## src/design/sdts_pkg.sv

```systemverilog
// ----------------------------------------------------------------------------
// sdts_pkg: shared types and constants for the deadline-sorted task scheduler
// Holds the operation and status codes, the controller state type and the
// control bundle that drives the row of queue cells.
// ----------------------------------------------------------------------------
package sdts_pkg;

	localparam int DEF_QUEUE_DEPTH = 32;
	localparam int DEF_TASK_COUNT  = 32;

	localparam int ID_W    = 5;
	localparam int TIME_W  = 32;
	localparam int COUNT_W = 6;

	typedef enum logic [1:0] {
		OP_ADD   = 2'd0,
		OP_TICK  = 2'd1,
		OP_DONE  = 2'd2,
		OP_ABORT = 2'd3
	} op_t;

	typedef enum logic [2:0] {
		ST_NONE       = 3'd0,
		ST_QUEUED     = 3'd1,
		ST_DUPLICATE  = 3'd2,
		ST_FULL       = 3'd3,
		ST_DISPATCHED = 3'd4,
		ST_DROPPED    = 3'd5
	} status_t;

	typedef enum logic {
		S_IDLE = 1'b0,
		S_EXEC = 1'b1
	} state_t;

	// per-cycle command to every cell of the queue
	typedef struct packed {
		logic insert;
		logic pop;
	} cell_ctrl_t;

endpackage

```

## src/design/sdts_cell.sv

```systemverilog
// ----------------------------------------------------------------------------
// sdts_cell: one slot of the sorted queue
// Holds one task id and its start time. On insert it keeps its entry, takes
// the new entry or takes its left neighbor's; on pop it takes its right
// neighbor's entry.
// ----------------------------------------------------------------------------
module sdts_cell
	import sdts_pkg::*;
(
	input  logic              clk,
	input  cell_ctrl_t        ctrl,
	input  logic              occupied,
	input  logic              left_lt,
	input  logic [ID_W-1:0]   left_task,
	input  logic [TIME_W-1:0] left_start,
	input  logic [ID_W-1:0]   right_task,
	input  logic [TIME_W-1:0] right_start,
	input  logic [ID_W-1:0]   new_task,
	input  logic [TIME_W-1:0] new_start,
	output logic              lt,
	output logic [ID_W-1:0]   cell_task,
	output logic [TIME_W-1:0] cell_start
);

	logic [ID_W-1:0]   slot_task_q;
	logic [TIME_W-1:0] slot_start_q;

	// entry stays ahead of the new request
	assign lt = occupied && (slot_start_q < new_start);

	// shift right on insert, left on pop
	always_ff @(posedge clk) begin
		if (ctrl.insert) begin
			if (!lt) begin
				if (left_lt) begin
					slot_task_q  <= new_task;
					slot_start_q <= new_start;
				end else begin
					slot_task_q  <= left_task;
					slot_start_q <= left_start;
				end
			end
		end else if (ctrl.pop) begin
			slot_task_q  <= right_task;
			slot_start_q <= right_start;
		end
	end

	assign cell_task  = slot_task_q;
	assign cell_start = slot_start_q;

endmodule

```

## src/design/sdts_queue.sv

```systemverilog
// ----------------------------------------------------------------------------
// sdts_queue: row of cells forming the deadline-sorted queue
// Cell 0 is the head. Occupancy of each cell follows from the entry count.
// ----------------------------------------------------------------------------
module sdts_queue
	import sdts_pkg::*;
#(
	parameter int QUEUE_DEPTH = DEF_QUEUE_DEPTH,
	localparam int CW = $clog2(QUEUE_DEPTH + 1)
) (
	input  logic              clk,
	input  cell_ctrl_t        ctrl,
	input  logic [CW-1:0]     count,
	input  logic [ID_W-1:0]   new_task,
	input  logic [TIME_W-1:0] new_start,
	output logic [ID_W-1:0]   head_task,
	output logic [TIME_W-1:0] head_start
);

	logic [ID_W-1:0]   task_w  [QUEUE_DEPTH];
	logic [TIME_W-1:0] start_w [QUEUE_DEPTH];
	logic [QUEUE_DEPTH-1:0] lt_w;

	// build the row; ends get tied-off neighbors
	for (genvar i = 0; i < QUEUE_DEPTH; i++) begin : g_cell
		logic              left_lt;
		logic [ID_W-1:0]   left_task;
		logic [TIME_W-1:0] left_start;
		logic [ID_W-1:0]   right_task;
		logic [TIME_W-1:0] right_start;

		if (i == 0) begin : g_first
			assign left_lt    = 1'b1;
			assign left_task  = new_task;
			assign left_start = new_start;
		end else begin : g_mid
			assign left_lt    = lt_w[i-1];
			assign left_task  = task_w[i-1];
			assign left_start = start_w[i-1];
		end

		if (i == QUEUE_DEPTH - 1) begin : g_last
			assign right_task  = task_w[i];
			assign right_start = start_w[i];
		end else begin : g_inner
			assign right_task  = task_w[i+1];
			assign right_start = start_w[i+1];
		end

		sdts_cell u_cell (
			.clk        (clk),
			.ctrl       (ctrl),
			.occupied   (CW'(i) < count),
			.left_lt    (left_lt),
			.left_task  (left_task),
			.left_start (left_start),
			.right_task (right_task),
			.right_start(right_start),
			.new_task   (new_task),
			.new_start  (new_start),
			.lt         (lt_w[i]),
			.cell_task  (task_w[i]),
			.cell_start (start_w[i])
		);
	end

	assign head_task  = task_w[0];
	assign head_start = start_w[0];

endmodule

```

## config.mk

```make
export PLATFORM = sky130hd
export DESIGN_NAME = sdts_queue
export DESIGN_NICKNAME = d
export VERILOG_FILES = /design/src/design/sdts_pkg.sv /design/src/design/sdts_cell.sv /design/src/design/sdts_queue.sv
export SDC_FILE = /design/constraint.sdc
export NUM_CORES = 2
export LEC_CHECK = 0
export BUFFER_PORTS_ARGS = -buffer_cell sky130_fd_sc_hd__buf_2
export CORE_ASPECT_RATIO = 1.25
export CORE_MARGIN = 2
export CORE_UTILIZATION = 39
export DETAILED_ROUTE_END_ITERATION = 16
export HOLD_SLACK_MARGIN = 0.06
export PLACE_DENSITY = 0.57
export SETUP_SLACK_MARGIN = 0.4
export SLEW_MARGIN = 5
export SYNTH_ARGS = -nofsm -noshare
export SYNTH_HDL_FRONTEND = slang
export SYNTH_HIERARCHICAL = 1
export SYNTH_SLANG_ARGS = --single-unit
```

## constraint.sdc

```tcl
create_clock -name clk -period 3.25 [get_ports clk]
set_input_delay 0.65 -clock clk [delete_from_list [all_inputs] [get_ports clk]]
set_output_delay 0.65 -clock clk [all_outputs]
set_load 0.01 [all_outputs]
```

-- Yosys cells after proc, flatten, opt, wreduce, memory -nomap -nowiden
Cells that the tools add are included.
- reductions and logical operators: 65
- equality and inequality tests: 31
- $lt $le $gt $ge: 64
- mux-type cells: 248
- bitwise gates (word level): 1
- operator list (kind ; count):
    2-to-1 mux 32 bit ; 124
    < comparator 32 bit ; 32
    2-to-1 mux 5 bit ; 124
    < comparator 5 x 6 -> 1 bit (first input constant) ; 16
    AND reduction 2 bit ; 32
    != test 2 bit (second input constant) ; 31
    < comparator 4 x 6 -> 1 bit (first input constant) ; 8
    logical AND 1 bit ; 32
    < comparator 3 x 6 -> 1 bit (first input constant) ; 4
    < comparator 1 x 6 -> 1 bit (first input constant) ; 2
    < comparator 2 x 6 -> 1 bit (first input constant) ; 2
    nonzero test 2 bit ; 1
    inverter 1 bit ; 1
- input bits: 46
- output and inout bits: 37
- bits in registers: 1184
- word-level logic and storage cells: 473

-- Longest topological paths before layout
- word-level depth: 5
- mapped depth: 12
- gate-level depth less buffers: 9

-- Modules after synthesis
The synthesis kept the hierarchy.
- by module, submodules not included (module ; cells an instance ; instances ; area each (sq um) ; seq. area each (sq um)):
    sdts_cell ; 272 ; 32 ; 2650.0 ; 1111.1
    sdts_queue ; 64 ; 1 ; 374.1 ; 0.0

-- Worst setup path after synthesis
Ideal clock, no wire load.
- kind: input to register
- start: input port new_start[14]
- end: register g_cell[10].u_cell.slot_start_q[0] (enable)
- path slack: -6 ps
- setup time: 397 ps
- stages: 7
- data arrival time: 2860 ps
- buffers on the path: 0
- required time: 2853 ps
- cell sequence: inv_1 ha_1 and4_1 nand2_1 or4_1 a31oi_1 o22a_1
- longest elaborated chain between the ends: 4
- RTL lines (what ; line ; source):
    from (decl) ; sdts_queue.sv:15 ; input logic [TIME_W-1:0] new_start,
    < comparator 32 bit ; sdts_cell.sv:29 ; assign lt = occupied && (slot_start_q < new_start);
    logical AND 1 bit ; sdts_cell.sv:29 ;
    != test 2 bit (no line) ; -- ;
    AND reduction 2 bit (no line) ; -- ;
    to (signal assigned) ; sdts_cell.sv:37 ; slot_start_q <= new_start;
    to (signal assigned) ; sdts_cell.sv:40 ; slot_start_q <= left_start;
    to (signal assigned) ; sdts_cell.sv:45 ; slot_start_q <= right_start;
    to (decl) ; sdts_cell.sv:26 ; logic [TIME_W-1:0] slot_start_q;
Every way passes these cells.
A chain may end at the register's enable or synchronous reset.

-- Worst setup path in the final report
- start: register g_cell[7].u_cell.slot_start_q[14]
- end: register g_cell[8].u_cell.slot_start_q[2] (data pin)
- longest elaborated chain between the ends: 5
- RTL lines (what ; line ; source):
    from (decl) ; sdts_cell.sv:26 ;
    from (signal assigned) ; sdts_cell.sv:37 ;
    from (signal assigned) ; sdts_cell.sv:40 ;
    from (signal assigned) ; sdts_cell.sv:45 ;
    < comparator 32 bit ; sdts_cell.sv:29 ;
    logical AND 1 bit ; sdts_cell.sv:29 ;
    net g_cell[8].left_lt ; sdts_queue.sv:26 ; logic left_lt;
    2-to-1 mux 32 bit ; sdts_cell.sv:35 ; if (left_lt) begin
    2-to-1 mux 32 bit ; sdts_cell.sv:34 ; if (!lt) begin
    2-to-1 mux 32 bit ; sdts_cell.sv:33 ; if (ctrl.insert) begin
    to (signal assigned) ; sdts_cell.sv:37 ;
    to (signal assigned) ; sdts_cell.sv:40 ;
    to (signal assigned) ; sdts_cell.sv:45 ;
    to (decl) ; sdts_cell.sv:26 ;
The timed path passes the listed nets, and every way through them passes these cells. The select of a mux whose other input is x is not followed.

==> flow_summary_export.csv <==
group,metric,value,unit
finish,nets,11344,
grt,grt.overflow.total,0,
floorplanning,rows,191,
grt,grt_pass1_vias,73104,
cts,h-tree-depth,4,
synth,synth_area,0.0852,mm²
sta,fin_crit,2.90,ns
synth,synth_nets,9804,
route,vias,74269,
cts,clk_latency,0.84,ns
route,via_per_inst,5.58,
setup_path,setup.worst_path.start_class,"flop",
floorplanning,core_area,0.217,mm²
cts,clock_path_buffers,3,
placement,dp_hpwl,202000,µm
grt,grt_usage,0.232,
sta,worst_slew_pin_slew,0.909,ns
floorplanning,fp.dieW,422,µm
cts,cts_root_buf,"clkbuf_16",
setup_path,path_class,"reg -> reg",
power,pwr-share-clk,0.249,
finish,layout_common_cells,"a21oi_1, buf_4, nor2_1, edfxtp_1, mux2i_1",
sta,maxSlewHeadroom,0.394,
setup_path,reg2reg_slack,0.35,ns
grt,grt_pass1_wl,411000,µm
setup_path,worstReg2RegEnd,"g_cell[8].u_cell/cell_start[2]",
sta,report.final.slew_viol_count,0,
power,power.total,66.3,mW
power,p_comb_frac,0.387,
cts,clock-sinks,1184,
run,drv_cap,0,
outcome,outcome,"finished clean",
grt,grt_antenna_before_repair,4,
sta,setup_ws,0.349,ns
sta,finalCritPeriodShare,0.893,
setup_path,reg2reg_depth,11,
power,p_int,43.7,mW
sta,hold_ws,0.439,ns
sta,fin_tns_setup,0,ns
power,seq_power_share,0.364,
hold_path,min_path_cells,4,
hold_path,hold_start,"new_start[18]",
floorplanning,ios,83,
cts,cts_tree,"yes",
placement,port_buffers,82,
synth,synth_area_per_cell,9.72,µm²
finish,syn_to_final_growth,33.9,%
floorplanning,initial_core_util,0.393,
route,wl_per_cell,21.8,µm
route,routed_wl,291000,µm
synth,synth_cells,8766,
cts,path_clk_slew,0.06,ns
hold_path,hp-class,"in -> reg",
grt,grt_max_degree,200,
route,drcViolationCount,0,
setup_path,cp_max_fo,10,
floorplanning,die_y,526,µm
setup_path,arrival,3.44,ns
hold_path,holdPathEnd,"g_cell[4].u_cell/cell_start[18]",
route,drtPass1Iterations,6,
route,drt_iter0_markers,5023,
placement,pre_cts_slack,-0.695,ns
synth,ys_warn_count,6,
finish,utilization,0.526,
power,switching_share,0.341,
route,drtAntennaViolNets,0,
power,powerDensity,582,mW/mm²
placement,gp_congestion,0.871,
floorplanning,dieArea,0.222,mm²
power,peakVddDrop,0.545,mV
sta,clock.fmax,345,MHz
sta,finClkSkew,0.0400,ns
setup_path,required,3.79,ns
power,power.switching,22.6,mW
finish,drive_gt1_frac,0.245,
finish,layout_commonest_cell,"a21oi_1",
sta,setup_viol,0,
setup_path,endpoint_kind,"flop",
cts,cts_buffers,144,
power,p_leak,50.0,nW
sta,rsz0062_at_grt,"yes",
setup_path,r2r_start,"g_cell[7].u_cell/cell_start[14]",
sta,final_hold_viol_count,0,
-- worst max path at each step --
stage / startpoint / to / cells after the start
detailed placement: new_start[29] / g_cell[20].u_cell/cell_start[15] / 15
floorplan: new_start[14] / g_cell[10].u_cell/cell_start[0] / 7
finish: g_cell[7].u_cell/cell_start[14] / g_cell[8].u_cell/cell_start[2] / 11
CTS: g_cell[3].u_cell/cell_start[31] / g_cell[4].u_cell/cell_start[7] / 12
global route: g_cell[8].u_cell/cell_start[12] / g_cell[9].u_cell/cell_start[2] / 11
global placement: new_start[30] / g_cell[21].u_cell/cell_start[8] / 14
-- per-stage QoR --
| step | instance area (µm²) | std cells |
|---|---|---|
| 6_report | 114000 | 13319 |
| 5_1_grt | 114000 | 13318 |
| 4_1_cts | 104000 | 12666 |
| 3_5_place_dp | 97300 | 12244 |
| 3_3_place_gp | 97300 | 12244 |
| 2_1_floorplan | 85200 | 8766 |
-- metal layers --
| layer | up-vias | routed length (µm) | track usage |
|---|---|---|---|
| met4 | 0 | 14200 | 0.101 |
| met2 | 1995 | 154000 | 0.442 |
| met3 | 774 | 12100 | 0.0235 |
| li1 | 34964 | - | - |
| met1 | 36536 | 110000 | 0.259 |
| met5 | - | 0 | 0 |
-- registers in the layout (all words and copies together), names as in the netlist --
register / flops
g_cell.u_cell/cell_start: 1024
g_cell.u_cell/cell_task: 160
-- critical path, stage by stage, from the launching register on --
cell and delay [ns]:
edfxtp_1 0.45, ha_4 0.30, and4_1 0.25, nand2_2 0.08, or4_4 0.53, a31oi_1 0.18
buf_4 0.17, nor2_4 0.05, buf_12 0.16, buf_12 0.15, mux2i_2 0.21, a21oi_1 0.09
-- what timing repair did --
item                       in CTS  in global routing
pin swaps                      48                438
setup endpoints to repair    1197               1338
gates resized for setup        95                623
hold buffers                    0                  0
hold endpoints to repair        0                  0
gates cloned                    0                 70
setup buffers                 160                581
-- power groups by stage --
stage / clock (mW) / combinational [mW] / sequential (mW)
floorplan: 0 / 12.2 / 22.9
global placement: 0 / 18.4 / 24.6
detailed placement: 0 / 19.2 / 24.6
CTS: 16.8 / 20.3 / 24.2
global route: 17.3 / 27.7 / 24.4
finish: 16.5 / 25.7 / 24.2
-- cell type report --
type | count | area [µm²]
fillers | 19115 | 103000
multi-input cells | 6193 | 48700
flip-flops and latches | 1184 | 35600
repair buffers | 1785 | 17800
clock buffers | 172 | 3770
inverters | 998 | 3750
well taps | 2895 | 3620
clock inverters | 90 | 900
diodes | 2 | 5.00
(Power assumes the default switching activity.)
